<file path="src/hdl/assert_macros.svh">
// Assertion macros shared by the RTL.
`ifndef ASSERT_MACROS_SVH
`define ASSERT_MACROS_SVH

// Same-cycle implication, disabled in reset.
`define TRA_ASSERT_IMP(lbl, clk, rst_n, ante, cons) \
    lbl: assert property (@(posedge clk) disable iff (!(rst_n)) (ante) |-> (cons)) \
        else $error("same-cycle implication failed");

// Next-cycle implication, disabled in reset.
`define TRA_ASSERT_NXT(lbl, clk, rst_n, ante, cons) \
    lbl: assert property (@(posedge clk) disable iff (!(rst_n)) (ante) |=> (cons)) \
        else $error("next-cycle implication failed");

`endif

</file>
<file path="src/hdl/tra_pkg.sv">
// Types and constants for the task run-time accounting block.
package tra_pkg;

    localparam int NUM_SLOTS = 8;
    localparam int SLOT_W    = (NUM_SLOTS > 1) ? $clog2(NUM_SLOTS) : 1;
    localparam int MAX_OUT   = 8;
    localparam int REP_N     = (NUM_SLOTS < MAX_OUT) ? NUM_SLOTS : MAX_OUT;

    localparam logic [31:0] FULL_SCALE  = 32'd1000000;
    localparam logic [6:0]  PCT_MAX     = 7'd100;
    // floor(t / 10000) = (t * RECIP) >> RECIP_SHIFT for t <= FULL_SCALE
    localparam logic [20:0] RECIP       = 21'd1717987;
    localparam int          RECIP_SHIFT = 34;
    localparam int          PROD_W      = 41;

    typedef enum logic [1:0] {
        REQ_IN     = 2'd0,
        REQ_OUT    = 2'd1,
        REQ_REPORT = 2'd2,
        REQ_BAD    = 2'd3
    } t_req_code;

    typedef enum logic [1:0] {
        STS_OK     = 2'd0,
        STS_DROP   = 2'd1,
        STS_REPORT = 2'd2,
        STS_RSVD   = 2'd3
    } t_status;

    typedef enum logic [2:0] {
        S_IDLE,
        S_SCAN,
        S_APPLY,
        S_SUM,
        S_LOAD,
        S_EMIT
    } t_state;

    typedef struct packed {
        logic [1:0]  req_type;
        logic [31:0] task_key;
        logic [15:0] timer_now;
    } t_req;

    typedef struct packed {
        t_status     status;
        logic [2:0]  slot_index;
        logic        slot_used;
        logic [31:0] slot_key;
        logic [6:0]  usage_percent;
        logic        last_result;
    } t_res;

endpackage

</file>
<file path="src/hdl/task_runtime_accounting.sv">
// Task run-time accounting table: slot search, run-time update and usage report.
//
// Command channel: drive i_req and raise i_start; the beat is taken at a rising
// edge with i_start high and o_busy low. Results leave on o_res, each valid for
// exactly one cycle while o_strobe is high; the receiver cannot stall them.
// Switch-in / switch-out: one sequencer scans the slots one per cycle through a
// single key comparator in S_SCAN, then S_APPLY updates the slot. o_busy is
// high from acceptance through S_APPLY, and the result strobes the cycle after.
// A dropped beat (key zero or unknown request) gives its result the next cycle
// and does not raise o_busy.
// Report: S_SUM adds the run totals of used slots through one adder, then for
// each slot S_LOAD reads the total, multiplies it by a reciprocal and clears
// the slot's total and stamp, and S_EMIT emits; up to 8 results come out.
// Synchronous reset empties all slots and clears totals and stamps.
`include "assert_macros.svh"

module task_runtime_accounting (
    input  logic           i_clk,
    input  logic           i_rst_n,
    input  logic           i_start,
    input  tra_pkg::t_req  i_req,
    output logic           o_busy,
    output logic           o_strobe,
    output tra_pkg::t_res  o_res
);
    import tra_pkg::*;

    localparam logic [SLOT_W-1:0] LAST_IDX = SLOT_W'(NUM_SLOTS - 1);

    t_state              r_state, n_state;
    logic [SLOT_W-1:0]   r_idx, n_idx;
    t_req                r_req, n_req;
    logic                r_hit, n_hit;
    logic [SLOT_W-1:0]   r_hit_idx, n_hit_idx;
    logic                r_free, n_free;
    logic [SLOT_W-1:0]   r_free_idx, n_free_idx;
    logic [31:0]         r_sum, n_sum;
    logic [PROD_W-1:0]   r_prod, n_prod;
    logic                r_sat, n_sat;
    logic                r_used, n_used;
    logic [31:0]         r_rkey, n_rkey;
    logic                r_strobe, n_strobe;
    t_res                r_res, n_res;

    logic [31:0]         r_keys   [NUM_SLOTS];
    logic [15:0]         r_stamps [NUM_SLOTS];
    logic [31:0]         r_totals [NUM_SLOTS];
    logic [31:0]         n_keys   [NUM_SLOTS];
    logic [15:0]         n_stamps [NUM_SLOTS];
    logic [31:0]         n_totals [NUM_SLOTS];

    logic [SLOT_W-1:0]   slot;
    logic [31:0]         key_rd;
    logic [31:0]         tot_rd;
    logic [15:0]         stamp_src;
    logic [31:0]         total_src;
    logic [15:0]         delta;
    logic [6:0]          pct;

    assign o_busy   = (r_state != S_IDLE);
    assign o_strobe = r_strobe;
    assign o_res    = r_res;

    always_comb begin
        n_state    = r_state;
        n_idx      = r_idx;
        n_req      = r_req;
        n_hit      = r_hit;
        n_hit_idx  = r_hit_idx;
        n_free     = r_free;
        n_free_idx = r_free_idx;
        n_sum      = r_sum;
        n_prod     = r_prod;
        n_sat      = r_sat;
        n_used     = r_used;
        n_rkey     = r_rkey;
        n_strobe   = 1'b0;
        n_res      = r_res;
        n_keys     = r_keys;
        n_stamps   = r_stamps;
        n_totals   = r_totals;

        key_rd    = r_keys[r_idx];
        tot_rd    = r_totals[r_idx];
        slot      = r_hit ? r_hit_idx : r_free_idx;
        stamp_src = r_hit ? r_stamps[slot] : 16'd0;
        total_src = r_hit ? r_totals[slot] : 32'd0;
        delta     = r_req.timer_now - stamp_src;
        pct       = (!r_used || r_sum == 32'd0) ? 7'd0
                  : r_sat ? PCT_MAX : 7'(r_prod >> RECIP_SHIFT);

        unique case (r_state)
            S_IDLE: begin
                if (i_start) begin
                    n_req = i_req;
                    n_idx = '0;
                    if (i_req.req_type == REQ_REPORT) begin
                        n_sum   = 32'd0;
                        n_state = S_SUM;
                    end else if (i_req.req_type == REQ_BAD || i_req.task_key == 32'd0) begin
                        n_strobe = 1'b1;
                        n_res    = '{status: STS_DROP, slot_index: 3'd0, slot_used: 1'b0,
                                     slot_key: 32'd0, usage_percent: 7'd0, last_result: 1'b1};
                    end else begin
                        n_hit   = 1'b0;
                        n_free  = 1'b0;
                        n_state = S_SCAN;
                    end
                end
            end
            S_SCAN: begin
                if (!r_hit && key_rd == r_req.task_key) begin
                    n_hit     = 1'b1;
                    n_hit_idx = r_idx;
                end
                if (!r_free && key_rd == 32'd0) begin
                    n_free     = 1'b1;
                    n_free_idx = r_idx;
                end
                if (r_idx == LAST_IDX) begin
                    n_state = S_APPLY;
                end else begin
                    n_idx = r_idx + 1'b1;
                end
            end
            S_APPLY: begin
                n_strobe = 1'b1;
                n_state  = S_IDLE;
                if (r_hit || r_free) begin
                    n_keys[slot] = r_req.task_key;
                    if (r_req.req_type == REQ_IN) begin
                        n_stamps[slot] = r_req.timer_now;
                        n_totals[slot] = total_src;
                    end else begin
                        n_stamps[slot] = stamp_src;
                        n_totals[slot] = total_src + 32'(delta);
                    end
                    n_res = '{status: STS_OK, slot_index: 3'(slot), slot_used: 1'b1,
                              slot_key: r_req.task_key, usage_percent: 7'd0,
                              last_result: 1'b1};
                end else begin
                    n_res = '{status: STS_DROP, slot_index: 3'd0, slot_used: 1'b0,
                              slot_key: 32'd0, usage_percent: 7'd0, last_result: 1'b1};
                end
            end
            S_SUM: begin
                if (key_rd != 32'd0) begin
                    n_sum = r_sum + tot_rd;
                end
                if (r_idx == LAST_IDX) begin
                    n_idx   = '0;
                    n_state = S_LOAD;
                end else begin
                    n_idx = r_idx + 1'b1;
                end
            end
            S_LOAD: begin
                n_prod          = PROD_W'(tot_rd[19:0] * RECIP);
                n_sat           = (tot_rd > FULL_SCALE);
                n_used          = (key_rd != 32'd0);
                n_rkey          = key_rd;
                n_totals[r_idx] = 32'd0;
                n_stamps[r_idx] = 16'd0;
                n_state         = S_EMIT;
            end
            S_EMIT: begin
                if (32'(r_idx) < REP_N) begin
                    n_strobe = 1'b1;
                    n_res    = '{status: STS_REPORT, slot_index: 3'(r_idx), slot_used: r_used,
                                 slot_key: r_rkey, usage_percent: pct,
                                 last_result: (32'(r_idx) == REP_N - 1)};
                end
                if (r_idx == LAST_IDX) begin
                    n_state = S_IDLE;
                end else begin
                    n_idx   = r_idx + 1'b1;
                    n_state = S_LOAD;
                end
            end
            default: begin
                n_state = S_IDLE;
            end
        endcase
    end

    always_ff @(posedge i_clk) begin
        if (!i_rst_n) begin
            r_state  <= S_IDLE;
            r_idx    <= '0;
            r_strobe <= 1'b0;
            r_hit    <= 1'b0;
            r_free   <= 1'b0;
            for (int i = 0; i < NUM_SLOTS; i++) begin
                r_keys[i]   <= 32'd0;
                r_stamps[i] <= 16'd0;
                r_totals[i] <= 32'd0;
            end
        end else begin
            r_state  <= n_state;
            r_idx    <= n_idx;
            r_strobe <= n_strobe;
            r_hit    <= n_hit;
            r_free   <= n_free;
            r_keys   <= n_keys;
            r_stamps <= n_stamps;
            r_totals <= n_totals;
        end
    end

    always_ff @(posedge i_clk) begin
        r_req      <= n_req;
        r_hit_idx  <= n_hit_idx;
        r_free_idx <= n_free_idx;
        r_sum      <= n_sum;
        r_prod     <= n_prod;
        r_sat      <= n_sat;
        r_used     <= n_used;
        r_rkey     <= n_rkey;
        r_res      <= n_res;
    end

    `TRA_ASSERT_NXT(a_accept_acts, i_clk, i_rst_n,
        i_start && !o_busy, o_busy || o_strobe)
    `TRA_ASSERT_IMP(a_report_last_idx, i_clk, i_rst_n,
        o_strobe && o_res.status == STS_REPORT && o_res.last_result,
        o_res.slot_index == 3'(REP_N - 1))
    `TRA_ASSERT_IMP(a_apply_strobes, i_clk, i_rst_n,
        r_state == S_APPLY, n_strobe && n_state == S_IDLE)

endmodule
</file>
<file path="config.mk">
export PLATFORM = sky130hd
export DESIGN_NAME = task_runtime_accounting
export DESIGN_NICKNAME = d
export VERILOG_FILES = /design/src/hdl/tra_pkg.sv /design/src/hdl/task_runtime_accounting.sv
export VERILOG_INCLUDE_DIRS = /design/src /design/src/hdl
export SDC_FILE = /design/constraint.sdc
export NUM_CORES = 2
export LEC_CHECK = 0
export BUFFER_PORTS_ARGS = -buffer_cell sky130_fd_sc_hd__buf_2
export CAP_MARGIN = 10
export CELL_PAD_IN_SITES_DETAIL_PLACEMENT = 1
export CELL_PAD_IN_SITES_GLOBAL_PLACEMENT = 1
export CORE_MARGIN = 4
export CORE_UTILIZATION = 49
export CTS_CLUSTER_SIZE = 10
export DETAILED_ROUTE_END_ITERATION = 8
export HOLD_SLACK_MARGIN = 0.1
export PLACE_DENSITY_LB_ADDON = 0.25
export SKIP_LAST_GASP = 1
export SLEW_MARGIN = 20
export SYNTH_ARGS = -nofsm -noshare
export SYNTH_HDL_FRONTEND = slang
export SYNTH_SLANG_ARGS = --single-unit
</file>
<file path="constraint.sdc">
create_clock -name i_clk -period 10.75 [get_ports i_clk]
set_clock_uncertainty 0.05 [all_clocks]
set_input_delay 2.15 -clock i_clk [delete_from_list [all_inputs] [get_ports i_clk]]
set_output_delay 2.15 -clock i_clk [all_outputs]
set_load 0.005 [all_outputs]
</file>
==> After elaboration in Yosys (flattened, before gate mapping) <==
Index checks and enable logic that the tools add are counted.
{ "op_classes": {"eq_ne": 22, "n_mux": 67, "order_cmp": 5, "bitwise_logic": 6, "reduce_logical": 35, "n_mul": 1, "add_sub_neg": 4} }
{ "ops": {"columns": ["operator", "n"], "rows": [
  ["256-bit bitwise mux", 3],
  ["256-bit two-way mux", 2],
  ["256-bit one-hot mux with 2 select lines", 1],
  ["32-bit two-way mux", 12],
  ["32-bit binary-select mux with 3-bit select", 3],
  ["256-bit bitwise AND", 1],
  ["128-bit bitwise mux", 2],
  ["128-bit two-way mux", 2],
  ["256-bit inverter", 1],
  ["128-bit one-hot mux with 2 select lines", 1],
  ["32-bit demux with 3-bit select", 2],
  ["46-bit two-way mux", 3],
  ["46-bit one-hot mux with 3 select lines", 1],
  ["128-bit bitwise AND", 1],
  ["128-bit inverter", 1],
  ["16-bit demux with 3-bit select", 2],
  ["32-bit zero test", 3],
  ["16-bit two-way mux", 5],
  ["32-bit one-hot mux with 2 select lines", 1],
  ["16-bit binary-select mux with 3-bit select", 1],
  ["45-bit two-way mux", 1],
  ["20-bit by 21-bit multiplier with 41-bit output (second input constant)", 1],
  ["32-bit by 16-bit adder with 32-bit output", 1],
  ["32-bit adder", 1],
  ["32 further kinds", 88]
]} }
{ "totals": {"output_inout_bits": 48, "regBits": 858, "in_bits": 53, "word_cells": 185} }

==> Longest topological paths before layout <==
{ "logic_depth": {"ltp_word": 12, "depth_mapped": 33, "ltp_nobuf": 28} }

==> Worst setup path before layout <==
OpenSTA, ideal clock, no wires.
{ "synth_timing": {"kind": "flip-flop to flip-flop", "from": "register r_idx[1]", "to": "register r_prod[40] (data pin)", "path_buffers": 5, "setup_slack_ns": 2.879, "path_stages_with_launch": 31, "setup_ns": 0.260, "synth_period_minus_slack_ns": 7.871, "t_arrival_ns": 7.562, "t_required_ns": 10.440, "cell_sequence": "dfxtp_1 buf_2 buf_1 buf_1 and3b_1 clkbuf_1 clkbuf_1 a22oi_1 and4_1 inv_1 ha_1 fa_1 inv_1 fa_1 inv_1 fa_1 inv_1 fa_1 inv_1 fa_1 fa_1 ha_1 a21o_1 a21o_1 a21oi_1 o21ai_0 o211ai_1 nand4_1 a31oi_1 o21bai_1 xnor2_1"} }
{ "synth_via": {"elab_chain_len": 5} }
{ "synth_lines": {"columns": ["element", "line", "source"], "rows": [
  ["start: declaration", "task_runtime_accounting.sv:31", "logic [SLOT_W-1:0] r_idx, n_idx;"],
  ["start signal: assignment", "task_runtime_accounting.sv:200", "r_idx <= n_idx;"],
  ["3-bit inverter with 4-bit output (not written as such)", "task_runtime_accounting.sv:84", "tot_rd = r_totals[r_idx];"],
  ["32-bit binary-select mux with 3-bit select", "task_runtime_accounting.sv:84", null],
  ["32-bit two-way mux (not written as such) (2 in series)", "task_runtime_accounting.sv:84", null],
  ["20-bit by 21-bit multiplier with 41-bit output", "task_runtime_accounting.sv:158", "n_prod = PROD_W'(tot_rd[19:0] * RECIP);"],
  ["end signal: assignment", "task_runtime_accounting.sv:215", "r_prod <= n_prod;"],
  ["end: declaration", "task_runtime_accounting.sv:38", "logic [PROD_W-1:0] r_prod, n_prod;"]
]} }
No other way between the ends. The select of a mux whose other input is x is not followed.
A chain may end at the register's enable or synchronous reset.

==> Worst setup path after layout <==
{ "layout_timing": {"from": "register r_idx[2]", "to": "register r_prod[40] (data pin)"} }
Same word-level chain as after synthesis.

==> run summary <==
share of cells above drive strength 1 -> 0.0936
Critical Path AT -> 9.44 ns
critical-path maximum fanout -> 42
Clock Latency Late Sink -> 0.69 ns
Synth top area share -> 0.271
register area -> 18300 um2
Remaining DRCs -> 0
TritonCTS clock tree -> built
mapped cell area -> 48000 um2
max cap viols -> 0
die area -> 103000 um2
first-pass GRT wire length -> 300 mm
Worst Setup Start Kind -> flop
Slowest-stage cell, CP -> dfxtp_4
die width -> 321 um
grt met3 use -> 0.0831
dpl cells -> 6572
syn nets -> 5977
DP HPWL -> 130 mm
initial cell density of the core -> 0.495
hold slack -> 0.404 ns
Design Area, Final -> 52500 um2
total of fill cells in the finished design -> 11300
H-Tree Depth -> 3
Core Area -> 97000 um2
row cnt -> 114
Hold Path Class -> flop to flop
slew margin rel. -> 0.164
CP peak stage delay -> 0.73 ns
CTS max path bufs -> 3
syn avg cell area -> 8.73 um2
DR vias -> 45900
Clock Pin Slew Worst Setup and Hold Paths -> 0.06 ns
GRT Total Usage -> 0.382
Yosys cell types -> 98
largest net degree at the start of global routing -> 194
status -> complete, no violations
fin crit period -> 9.08 ns
RSZ-0062 raised after global routing -> no
Layout area overhead -> 9.24%
initial antenna violation count -> 6
Die H -> 321 um
IO Pins -> 101
Hold-fix buffers, CTS -> 0
vias in the first global route -> 47000
Static Leak -> 20.3 nW
worst r2r path cells -> 28
Post-synth EDFFs -> 175
post-synth top area cell -> dfxtp_1
hold depth -> 2
Final GP Congestion -> 0.949
setup tns final -> 0 ns
clock root buffer -> clkbuf_16
grt total ovfl -> 0
Final Max Slew Viols -> 0
global-route track usage on met2 -> 0.603
register area share after synthesis -> 0.380
ys async rst share -> 0
routed wire length -> 202 mm
most frequent CP cell -> fa_1
Post-CTS Setup Inserts -> 0
Total Power -> 7.65 mW
post-place instance area -> 49500 um2
register bit count reported by yosys -> 824
drt pass-1 iters -> 6
number of DRC violations after detailed-routing iteration 0 -> 5347
CTS buffer count -> 97
multi-input logic area -> 27200 um2
PD cells -> 146 nW/um2
Post-Synthesis Cells -> 5502
FMAX -> 0.110 GHz
worst-margin pin slew -> 1.25 ns
buffers added on ports -> 100
R2R Setup Slk -> 1.67 ns
Synth area leaders -> dfxtp_1 27%, edfxtp_1 11%, ha_1 6.9%
WL/cell -> 30.0 um
Final Hold Viols -> 0
largest vdd supply drop -> 0.138 mV
final net count -> 5872
Worst Path Required -> 11.11 ns
Routed Antenna Nets -> 0
Synth Warn # -> 0
layer with the highest usage -> met2
Final Non-Filler Cells -> 6737
Period Utilization, post-route -> 0.845
post-cts sizing count -> 0
endpoints failing setup -> 0
sinks on the clock net -> 824
Critical Path End Type -> flop
top_reg_cell synth -> dfxtp_1
via density per instance -> 6.81
GR Util met1 -> 0.488
Setup CP Type -> flop to flop
-- cell families (layout without fill, tap and decap cells) --
logic type                 after synthesis  count (layout)  synth area share
AOI/OAI and AO/OA                     1546            1546             0.211
buffers and inverters                  708             665            0.0579
other                                    0               2                 0
and+or+nand+nor                       1777            1777             0.163
muxes                                  124             124            0.0347
xor gates and xnor gates               101             101            0.0187
adders and majority gates              422             422             0.135
DFF                                    824             824             0.380
-- metal layers --
metal	vias up	wire length, um
met1	23000	77900
met4	2	12800
met3	762	21300
li1	19300	-
met2	2851	90100
met5	-	17
-- worst max-delay path, delay by kind of cell, from the launching register on --
| family | cells | cell delay, ns |
|---|---|---|
| fa+ha+maj | 8 | 3.62 |
| flops | 1 | 0.73 |
| buf+inv | 7 | 1.49 |
| xor+xnor | 1 | 0.13 |
| compound gates | 8 | 1.63 |
| simple gates | 4 | 1.06 |
-- registers in the layout (all words and copies together) (netlist names) --
signal / cells
r_stamps: 128
r_free: 1
r_prod: 7
r_hit: 1
r_used: 1
r_idx: 3
r_sum: 32
r_sat: 1
r_state: 3
r_free_idx: 3
o_strobe: 1
r_req: 50
r_totals: 256
o_res: 46
r_hit_idx: 3
r_rkey: 32
r_keys: 256
-- power by group --
group | total, mW | internal (mW) | switching, mW
combinational | 1.14 | 0.296 | 0.841
clock | 3.13 | 1.77 | 1.36
sequential | 3.39 | 3.26 | 0.128
total | 7.65 | 5.32 | 2.33
-- layout by cell type, fill, tap and decap left out, drive strengths merged, types with 43 or more instances in the layout --
| master | netlist | routed |
|---|---|---|
| buf | 85 | 211 |
| a21oi | 429 | 429 |
| inv | 292 | 295 |
| a22oi | 282 | 282 |
| nand2 | 833 | 833 |
| a31oi | 44 | 44 |
| nand3 | 179 | 179 |
| a221oi | 54 | 54 |
| nor3 | 68 | 68 |
| o21ai | 289 | 289 |
| o21a | 85 | 85 |
| dfxtp | 649 | 649 |
| fa | 158 | 158 |
| a22o | 56 | 56 |
| mux2 | 62 | 62 |
| and2 | 50 | 50 |
| ha | 264 | 264 |
| xnor2 | 59 | 59 |
| nor2 | 432 | 432 |
| clkbuf | 330 | 153 |
| o221ai | 62 | 62 |
| nor4 | 43 | 43 |
| edfxtp | 175 | 175 |
-- area by class of cell --
type / instances / area share
repair buffers: 211 / 0.0264
diodes: 2 / 0.0000954
clock buffers: 153 / 0.0532
clock inverters: 8 / 0.00188
well taps: 1276 / 0.0304
flip-flops and latches: 824 / 0.348
multi-input cells: 3970 / 0.519
inverters: 293 / 0.0211
-- path summary, 6_finish.rpt --
check,end,from
max,r_prod[40],r_idx[2]
min,r_keys[93],r_keys[93]
max reg2reg,r_prod[40],r_idx[2]
min reg2reg,r_keys[93],r_keys[93]
-- metrics by stage --
step           worst slack, ns   util
3_5_place_dp              1.83  0.510
2_1_floorplan             2.88      -
6_report                  1.67  0.541
3_3_place_gp              2.00  0.510
5_1_grt                   1.35  0.541
4_1_cts                   1.80  0.540
-- cells in the mapped netlist, drive strengths merged (13+ instances only) --
cell    number
a211oi      15
a21o        39
a21oi      429
a221oi      54
a22o        56
a22oi      282
a31oi       44
and2        50
and3        31
buf         85
clkbuf     330
dfxtp      649
edfxtp     175
fa         158
ha         264
inv        292
mux2        62
mux2i       38
mux4        24
nand2      833
nand2b      16
nand3      179
nand4       41
nor2       432
nor2b       18
nor3        68
nor4        43
o211ai      19
o21a        85
o21ai      289
o221ai      62
o22ai       41
o31ai       19
or3         13
xnor2       59
xor2        42
Power figures use the tool's default switching activity.
